### config.mk
export PLATFORM = sky130hd
export DESIGN_NAME = ris_ctrl
export DESIGN_NICKNAME = d
export VERILOG_FILES = /design/src/design/ris_pkg.sv /design/src/design/ris_ctrl.sv
export SDC_FILE = /design/constraint.sdc
export NUM_CORES = 1
export LEC_CHECK = 0
export ABC_AREA = 1
export BUFFER_PORTS_ARGS = -buffer_cell sky130_fd_sc_hd__buf_2
export CORE_AREA = 2 2 39 41
export DETAILED_ROUTE_END_ITERATION = 8
export DIE_AREA = 0 0 41 43
export PLACE_DENSITY = 0.43
export SETUP_SLACK_MARGIN = 0.02
export SLEW_MARGIN = 40
export SYNTH_ARGS = -nofsm -noshare
export SYNTH_HDL_FRONTEND = slang
export SYNTH_SLANG_ARGS = --single-unit
export TNS_END_PERCENT = 1
### constraint.sdc
create_clock -name clk -period 1.5 [get_ports clk]
set_input_delay 0.075 -clock clk [delete_from_list [all_inputs] [get_ports clk]]
set_output_delay 0.075 -clock clk [all_outputs]
set_load 0.01 [all_outputs]
### src/design/ris_pkg.sv
// ----------------------------------------------------------------------------
// Record insertion sorter package
// Field widths, arithmetic constants and the controller/datapath interface.
// ----------------------------------------------------------------------------
package ris_pkg;

  localparam int MAX_RECORDS_DEF = 64;

  localparam int NAME_W  = 64;
  localparam int SCORE_W = 10;
  localparam int SUM_W   = 12;
  localparam int AVG_W   = 24;
  localparam int REC_W   = NAME_W + 3 * SCORE_W;
  localparam int IN_W    = 96;
  localparam int OUT_W   = 120;

  // sum * 10000 / 3 = sum * 3333 + sum / 3; (sum + 1) / 3 by reciprocal
  localparam int AVG_MUL_W  = 12;
  localparam int DIV3_MUL_W = 16;
  localparam logic [AVG_MUL_W-1:0]  AVG_MUL    = 12'd3333;
  localparam logic [DIV3_MUL_W-1:0] DIV3_MUL   = 16'd43691;
  localparam int                    DIV3_SHIFT = 17;

  typedef struct packed {
    logic cap;          // capture the incoming record
    logic rd_sel_emit;  // read address from the emit counter
    logic shift;        // move stored record up one slot
    logic place;        // write the new record at the insert position
    logic load_out;     // load the output register from the read data
    logic emit_next;    // advance the emit counter
    logic clear;        // empty the store
  } ctl_cmd_t;

  typedef struct packed {
    logic full;
    logic pos_zero;
    logic behind;
    logic fin;
    logic out_taken;
    logic out_last;
  } ctl_sts_t;

endpackage

### src/design/ris_ctrl.sv
// ----------------------------------------------------------------------------
// Record insertion sorter controller
// Sequences capture, insertion by read-compare-shift, and sorted emission.
// ----------------------------------------------------------------------------
module ris_ctrl
  import ris_pkg::*;
(
  input  logic     clk,
  input  logic     rst,
  input  logic     in_valid,
  input  ctl_sts_t sts,
  output ctl_cmd_t cmd,
  output logic     in_ready
);

  localparam logic [2:0] ST_IDLE    = 3'd0;
  localparam logic [2:0] ST_INS_CHK = 3'd1;
  localparam logic [2:0] ST_INS_CMP = 3'd2;
  localparam logic [2:0] ST_DONE    = 3'd3;
  localparam logic [2:0] ST_EMIT_RD = 3'd4;
  localparam logic [2:0] ST_EMIT_LD = 3'd5;
  localparam logic [2:0] ST_EMIT_WT = 3'd6;

  logic [2:0] state;
  logic [2:0] state_next;

  assign in_ready = (state == ST_IDLE);

  always_comb begin
    cmd        = '0;
    state_next = state;
    unique case (state)
      ST_IDLE: begin
        if (in_valid) begin
          cmd.cap = 1'b1;
          state_next = ST_INS_CHK;
        end
      end
      ST_INS_CHK: begin
        // a full store drops the request
        if (sts.full) begin
          state_next = ST_DONE;
        end else if (sts.pos_zero) begin
          cmd.place  = 1'b1;
          state_next = ST_DONE;
        end else begin
          state_next = ST_INS_CMP;
        end
      end
      ST_INS_CMP: begin
        if (sts.behind) begin
          cmd.shift  = 1'b1;
          state_next = ST_INS_CHK;
        end else begin
          cmd.place  = 1'b1;
          state_next = ST_DONE;
        end
      end
      ST_DONE: begin
        state_next = sts.fin ? ST_EMIT_RD : ST_IDLE;
      end
      ST_EMIT_RD: begin
        cmd.rd_sel_emit = 1'b1;
        state_next      = ST_EMIT_LD;
      end
      ST_EMIT_LD: begin
        cmd.rd_sel_emit = 1'b1;
        cmd.load_out    = 1'b1;
        state_next      = ST_EMIT_WT;
      end
      ST_EMIT_WT: begin
        cmd.rd_sel_emit = 1'b1;
        if (sts.out_taken) begin
          if (sts.out_last) begin
            cmd.clear  = 1'b1;
            state_next = ST_IDLE;
          end else begin
            cmd.emit_next = 1'b1;
            state_next    = ST_EMIT_RD;
          end
        end
      end
      default: begin
        state_next = ST_IDLE;
      end
    endcase
  end

  always_ff @(posedge clk) begin
    if (rst) begin
      state <= ST_IDLE;
    end else begin
      state <= state_next;
    end
  end

endmodule

* Word-level counts from Yosys, hierarchy flattened
Index checks and enable logic that the tools add are counted.
** Storage, ports and cells
- Register bits after elaboration :: 3
- Bits of input ports :: 9
** Cells by class
- Eq/ne operators :: 8
- Muxes and demuxes :: 22
- Reductions and logical operators :: 3
** Operators with widths (count)
- one-hot mux 3 bit (7 select lines) :: 1
- 2-to-1 mux 3 bit :: 5
- 2-to-1 mux 1 bit :: 12
- == test 3 bit, second input constant :: 3
- == test 3 x 2 -> 1 bit, second input constant :: 2
- 2-to-1 mux 2 bit :: 3
- inequality test 2 bit, second input constant :: 2
- == test 3 x 1 -> 1 bit, second input constant :: 1
- zero test 3 bit :: 1
- OR reduction 3 bit :: 1
- one-hot mux 1 bit (2 select lines) :: 1
- AND reduction 2 bit :: 1

* Longest topological paths before layout
Gate-level depths: netlist of the first run.
- Depth after elaboration :: 3
- Mapped depth :: 8
- Gate-level depth less buffers :: 7

* Worst setup path before layout of the first run
OpenSTA, ideal clock, no wires.
- Kind :: register -> register
- Start :: reg state[1]
- End :: reg state[2]
- Library setup time :: 113 ps
- Data arrival time :: 842 ps
- Required time :: 1387 ps
- Path slack :: 545 ps
- Cell stages (with the launch flop) :: 8
- Period minus slack after synthesis :: 955 ps
- Cells stage by stage :: dfxtp_1 -> buf_6 -> nor2_1 -> nand2_2 -> nor2_2 -> nor2_4 -> nand2_2 -> a21oi_2
** On the way
- Word-level cells in the longest chain between the ends :: 3
** Ends and longest elaborated chain
- start, declared :: RTL line ris_ctrl.sv:24 : logic [2:0] state;
- start signal, assigned :: RTL line ris_ctrl.sv:93 : state <= state_next;
- == test 3 bit or zero test 3 bit (tied branches) :: RTL line ris_ctrl.sv:32 : unique case (state)
- inequality test 2 bit (no line)
- AND reduction 2 bit (no line)
Parallel ways exist; a longest one is shown, timed or not.
A chain may end at the register's enable or synchronous reset.

==> results of run 1 <==
## cells by family (layout without fill, tap and decap cells)
group                  Yosys count  after routing
and+or+nand+nor                 28             28
buffers and inverters           11             30
AOI/OAI and AO/OA                5              5
DFF                              3              3
## metal layers
metal / up-vias / wire length, um / GRT usage
met1: 131 / 286 / 0.1214
met2: 10 / 318 / 0.1375
met5: - / 0 / 0
met4: 0 / 19 / 0.1000
li1: 182 / - / -
met3: 2 / 54 / 0.03141
## layout make-up
class / instances / area, um^2 / area share
multi-input combinational: 33 / 177.7 / 0.4424
sequential: 3 / 60.06 / 0.1495
inverter: 10 / 37.54 / 0.09346
timing repair buffer: 16 / 80.08 / 0.1994
clock buffer: 4 / 26.28 / 0.06542
tap: 16 / 20.02 / 0.04984
## cell usage in the layout (no fill, tap or decap)
| master | synthesis | final |
|---|---|---|
| a21oi_1 | 1 | 1 |
| o21ai_0 | 1 | 1 |
| nand3_2 | 1 | 1 |
| nand2_2 | 4 | 4 |
| nor2_1 | 9 | 9 |
| clkbuf_4 | 0 | 3 |
| nor2_2 | 2 | 2 |
| clkinv_1 | 1 | 1 |
| nand3b_1 | 1 | 1 |
| nand2_1 | 6 | 6 |
| nor4_1 | 1 | 1 |
| inv_2 | 3 | 3 |
| dfxtp_1 | 3 | 3 |
| o21ai_1 | 1 | 1 |
| nor2_4 | 1 | 1 |
| nor3_1 | 1 | 1 |
| buf_2 | 0 | 16 |
| a21oi_2 | 1 | 1 |
| inv_1 | 6 | 6 |
| nand4_1 | 2 | 2 |
| o21bai_1 | 1 | 1 |
| clkbuf_1 | 0 | 1 |
## cells in the mapped netlist (2+ instances only)
master,instances,area share
dfxtp_1,3,0.21
inv_1,6,0.079
inv_2,3,0.039
nand2_1,6,0.079
nand2_2,4,0.087
nand4_1,2,0.044
nor2_1,9,0.12
nor2_2,2,0.044
## power breakdown
part | internal, mW | total, mW | leakage [nW] | switching [mW]
combinational | 0.0369 | 0.0887 | 0.187 | 0.0517
clock | 0.0997 | 0.142 | 0.0150 | 0.0425
sequential | 0.0867 | 0.0988 | 0.0246 | 0.0121
total | 0.223 | 0.330 | 0.226 | 0.106
## worst register-to-register path, delay by kind of cell, from the launching register on
kind / cells / cell delay (ps)
AOI/OAI and AO/OA: 1 / 40
DFF: 1 / 460
and+or+nand+nor: 4 / 450
## worst paths after layout
| kind | startpoint | endpoint | slack, ps | cells after the start |
|---|---|---|---|---|
| max | state[1] | cmd[3] | 260 | 6 |
| min | rst | state[2] | 30 | 2 |
| max reg2reg | state[1] | state[2] | 440 | 5 |
| min reg2reg | state[2] | state[2] | 670 | 4 |
==> flow_summary.yaml, run 1 <==
logic_synthesis:
  seq_area_frac_synth: 0.2096
  synth_top_family_by_area: "simple AND/OR/NAND/NOR gates"
  yosys_warnings: 0
  synth_xor_area_frac: 0
  synth.area.mux_share: 0
  ys_ff_latch: 3
  synthCells: 47
  syn_area_per_cell_um2: 6.096
  syn_area_um2: 286.5
  synth_cell_types: 20
  synth_fp_nets: 56
  synthSimpleGateAreaFrac: 0.5109
  ys.flop_type: "dfxtp_1"
  synth_compound_area_frac: 0.1092
  synth_edf_count: 0
  async_flop_share: 0
  synthAdderAreaFrac: 0
floorplan:
  fp.dieArea_um2: 1763
  die_h_um: 43
  coreArea_um2: 1384
  fp.dieW_um: 41
  ios: 17
  initial_core_util: 0.2071
  rows: 14
finish:
  nets: 76
  reg_top3: "state x3"
  syn_to_final_growth_pct: 40.17
  largest-register: "state"
  drive_gt1_frac: 0.4697
  largest_reg_flops: 3
  design_area_um2: 401.6
  fin_util: 0.2902
  num-fill-cells: 178
  stdcell_count: 82
  antennaDiodeCount: 0
sta:
  worst_pin_slew_ps: 269.3
  final_max_slew_viol_count: 0
  setup_viol: 0
  slew_headroom: 0.8203
  hold_viol_final: 0
  fmax_mhz: 807.5
  skew_ps: 1.027
  period_minus_slack_ps: 1238
  grt_setup_unrepaired: "no"
  min_period_over_period: 0.8256
  final.setup.tns_ps: 0
  hold-worst-slack_ps: 28.93
  fin_ws_ps: 261.7
clock_tree:
  cts_setup_buffers: 0
  cts_tree: "yes"
  clkLatencyLatePin_ps: 230
  cts_root_buf: "clkbuf_4"
  path_clk_slew_ps: 40
  cts_hold_buf: 0
  cts_sinks: 3
  ctsLongestPathBuffers: 2
  cts_buffers: 3
  post_cts_resized: 0
  htree_levels: 1
critical_path:
  crit_family: "flip-flops"
  cp-start-kind: "flop"
  critical_path_required_ps: 1420
  path_buf_inv: 2
  critPathKind: "flop to primary output"
  crit_slowest_cell: "dfxtp_1"
  arrival_ps: 1160
  crit_path_max_fanout: 8
  crit_path_end_kind: "primary output"
  cpPeakStageDelay_ps: 460
  path_cells: "inv_2 > nand2_2 > nor2_1 > nand3b_1 > nand2_1 > buf_2"
placed_design:
  place_inst: 78
  preCtsSetupSlack_ps: 431.1
  portBuffers: 16
  place.gp.congestion: 0.6918
  place_area_um2: 375.4
  dp_hpwl_um: 569.4
global_routing:
  track_usage: 0.1032
  grt_antenna_before_repair: 0
  grt-ovfl-total: 0
  grt_pass1_wl_um: 1173
  first_global_vias: 287
  grt_start_max_net_pins: 9
route:
  drc_errors: 0
  firstDrtPassIters: 3
  wl_per_cell_um: 8.280
  vias: 325
  routed_via_density: 3.963
  finalWirelength_um: 679
  drt-initial-drc-count: 4
  ant_nets: 0
power:
  p_leak_nw: 0.2262
  finalPower_mw: 0.3297
  peakVddDrop_mv: 0.3521
  p_per_area_nw_per_um2: 820.8
hold_path:
  holdCritPathClass: "primary input to flop"
run_status:
  status: "completed"
run:
  drv_cap: 0
Power figures use the tool's default switching activity.
==> run 2, diff against run 1 <==
- PLACE_DENSITY: 0.43 -> 0.45
- clock period: 1.5 -> 1.1 ns (I/O delays scaled with it)
==> flow_summary.yaml, run 2 (synthesis gave the netlist of run 1 again) <==
global_routing:
  first_global_vias: 311
  grt_antenna_before_repair: 0
  grt_start_max_net_pins: 8
  use_met3: 0.04712
  grt-ovfl-total: 0
  track_usage: 0.09710
  gr-usage-met1: 0.09236
  met2_usage: 0.1563
  busiest_layer: "met2"
  grt_pass1_wl_um: 1124
placed_design:
  preCtsSetupSlack_ps: 23.34
  place.gp.congestion: 0.6852
  place_area_um2: 375.4
  dp_hpwl_um: 542
  portBuffers: 16
  place_inst: 78
finish:
  nets: 80
  multiInputGateArea_um2: 197.7
  fin_util: 0.3427
  num-fill-cells: 163
  drive_gt1_frac: 0.5714
  layout_commonest_cell: "buf_2"
  largest-register: "state"
  mostFrequentLayoutCells: "buf_2 (16), nor2_1 (7), inv_1 (6), nand2_1 (6)"
  largest_reg_flops: 3
  stdcell_count: 86
  antennaDiodeCount: 0
  syn_to_final_growth_pct: 65.50
  reg_top3: "state x3"
  seqCellArea_um2: 71.32
  design_area_um2: 474.2
route:
  vias: 354
  wl_per_cell_um: 8.465
  finalWirelength_um: 728
  ant_nets: 0
  routed_via_density: 4.116
  drt-initial-drc-count: 5
  drc_errors: 0
  firstDrtPassIters: 2
power:
  p_leak_nw: 0.2527
  peakVddDrop_mv: 0.7655
  p_per_area_nw_per_um2: 1030
  finalPower_mw: 0.4884
critical_path:
  critPathKind: "flop to primary output"
  arrival_ps: 1080
  cp-start-kind: "flop"
  timing.reg2reg.setup_slack_ps: 110
  crit_path_max_fanout: 6
  crit_path_end_kind: "primary output"
  critical_path_required_ps: 1040
sta:
  skew_ps: 1.162
  slew_headroom: 0.8350
  worst_pin_slew_ps: 245.2
  grt_setup_unrepaired: "yes"
  final.setup.tns_ps: -35.70
  setup_viol: 2
  fmax_mhz: 884.1
  final_max_slew_viol_count: 0
  hold-worst-slack_ps: 128.6
  min_period_over_period: 1.028
  period_minus_slack_ps: 1131
  hold_viol_final: 0
  fin_ws_ps: -31.15
clock_tree:
  cts_buffers: 3
  htree_levels: 1
  ctsLongestPathBuffers: 2
  clkLatencyLatePin_ps: 230
  cts_sinks: 3
  path_clk_slew_ps: 40
  cts_root_buf: "clkbuf_4"
  cts_tree: "yes"
floorplan:
  coreArea_um2: 1384
  initial_core_util: 0.2071
  die_h_um: 43
  fp.dieW_um: 41
  ios: 17
  rows: 14
  fp.dieArea_um2: 1763
run_status:
  violations: "setup timing"
  status: "finished with violations"
run:
  drv_cap: 0
hold_path:
  holdCritPathClass: "primary input to flop"
run 2: worst max-delay path, stage by stage (launching register included):
cell     delay [ps]
dfxtp_4         380
inv_4            50
nor4_1          240
buf_2           180
run 2: final timing paths:
check | depth (start not counted) | endpoint | start
hold reg to reg | 4 | state[2] | state[1]
hold / removal | 4 | state[2] | sts[1]
setup reg to reg | 6 | state[2] | state[0]
setup / recovery | 3 | cmd[4] | state[1]
run 2: power by group:
group | leakage (nW) | switching (mW) | total [mW] | internal [mW]
sequential | 0.0267 | 0.0207 | 0.139 | 0.118
clock | 0.0150 | 0.0567 | 0.193 | 0.136
combinational | 0.211 | 0.0825 | 0.157 | 0.0748
total | 0.253 | 0.160 | 0.488 | 0.329
run 2: layout make-up:
cell class / instances / share of cell area
clock buffer: 4 / 0.05541
inverter: 10 / 0.08971
multi-input combinational: 33 / 0.4169
sequential: 3 / 0.1504
tap: 16 / 0.04222
timing repair buffer: 20 / 0.2454
run 2: what timing repair did:
action / 4_1_cts / 5_1_grt
pin swaps: 2 / 2
endpoints found under the hold margin: 1 / 0
hold buffers: 1 / 0
buffers inserted: 3 / 0
resized for setup: 10 / 4
endpoints found under the setup margin: 8 / 10
cloned: 0 / 0
run 2: metal layers:
layer,part of all wire,routed length (um)
met5,0,0
met4,0,0
met3,0.054,39
met2,0.50,364
met1,0.45,324
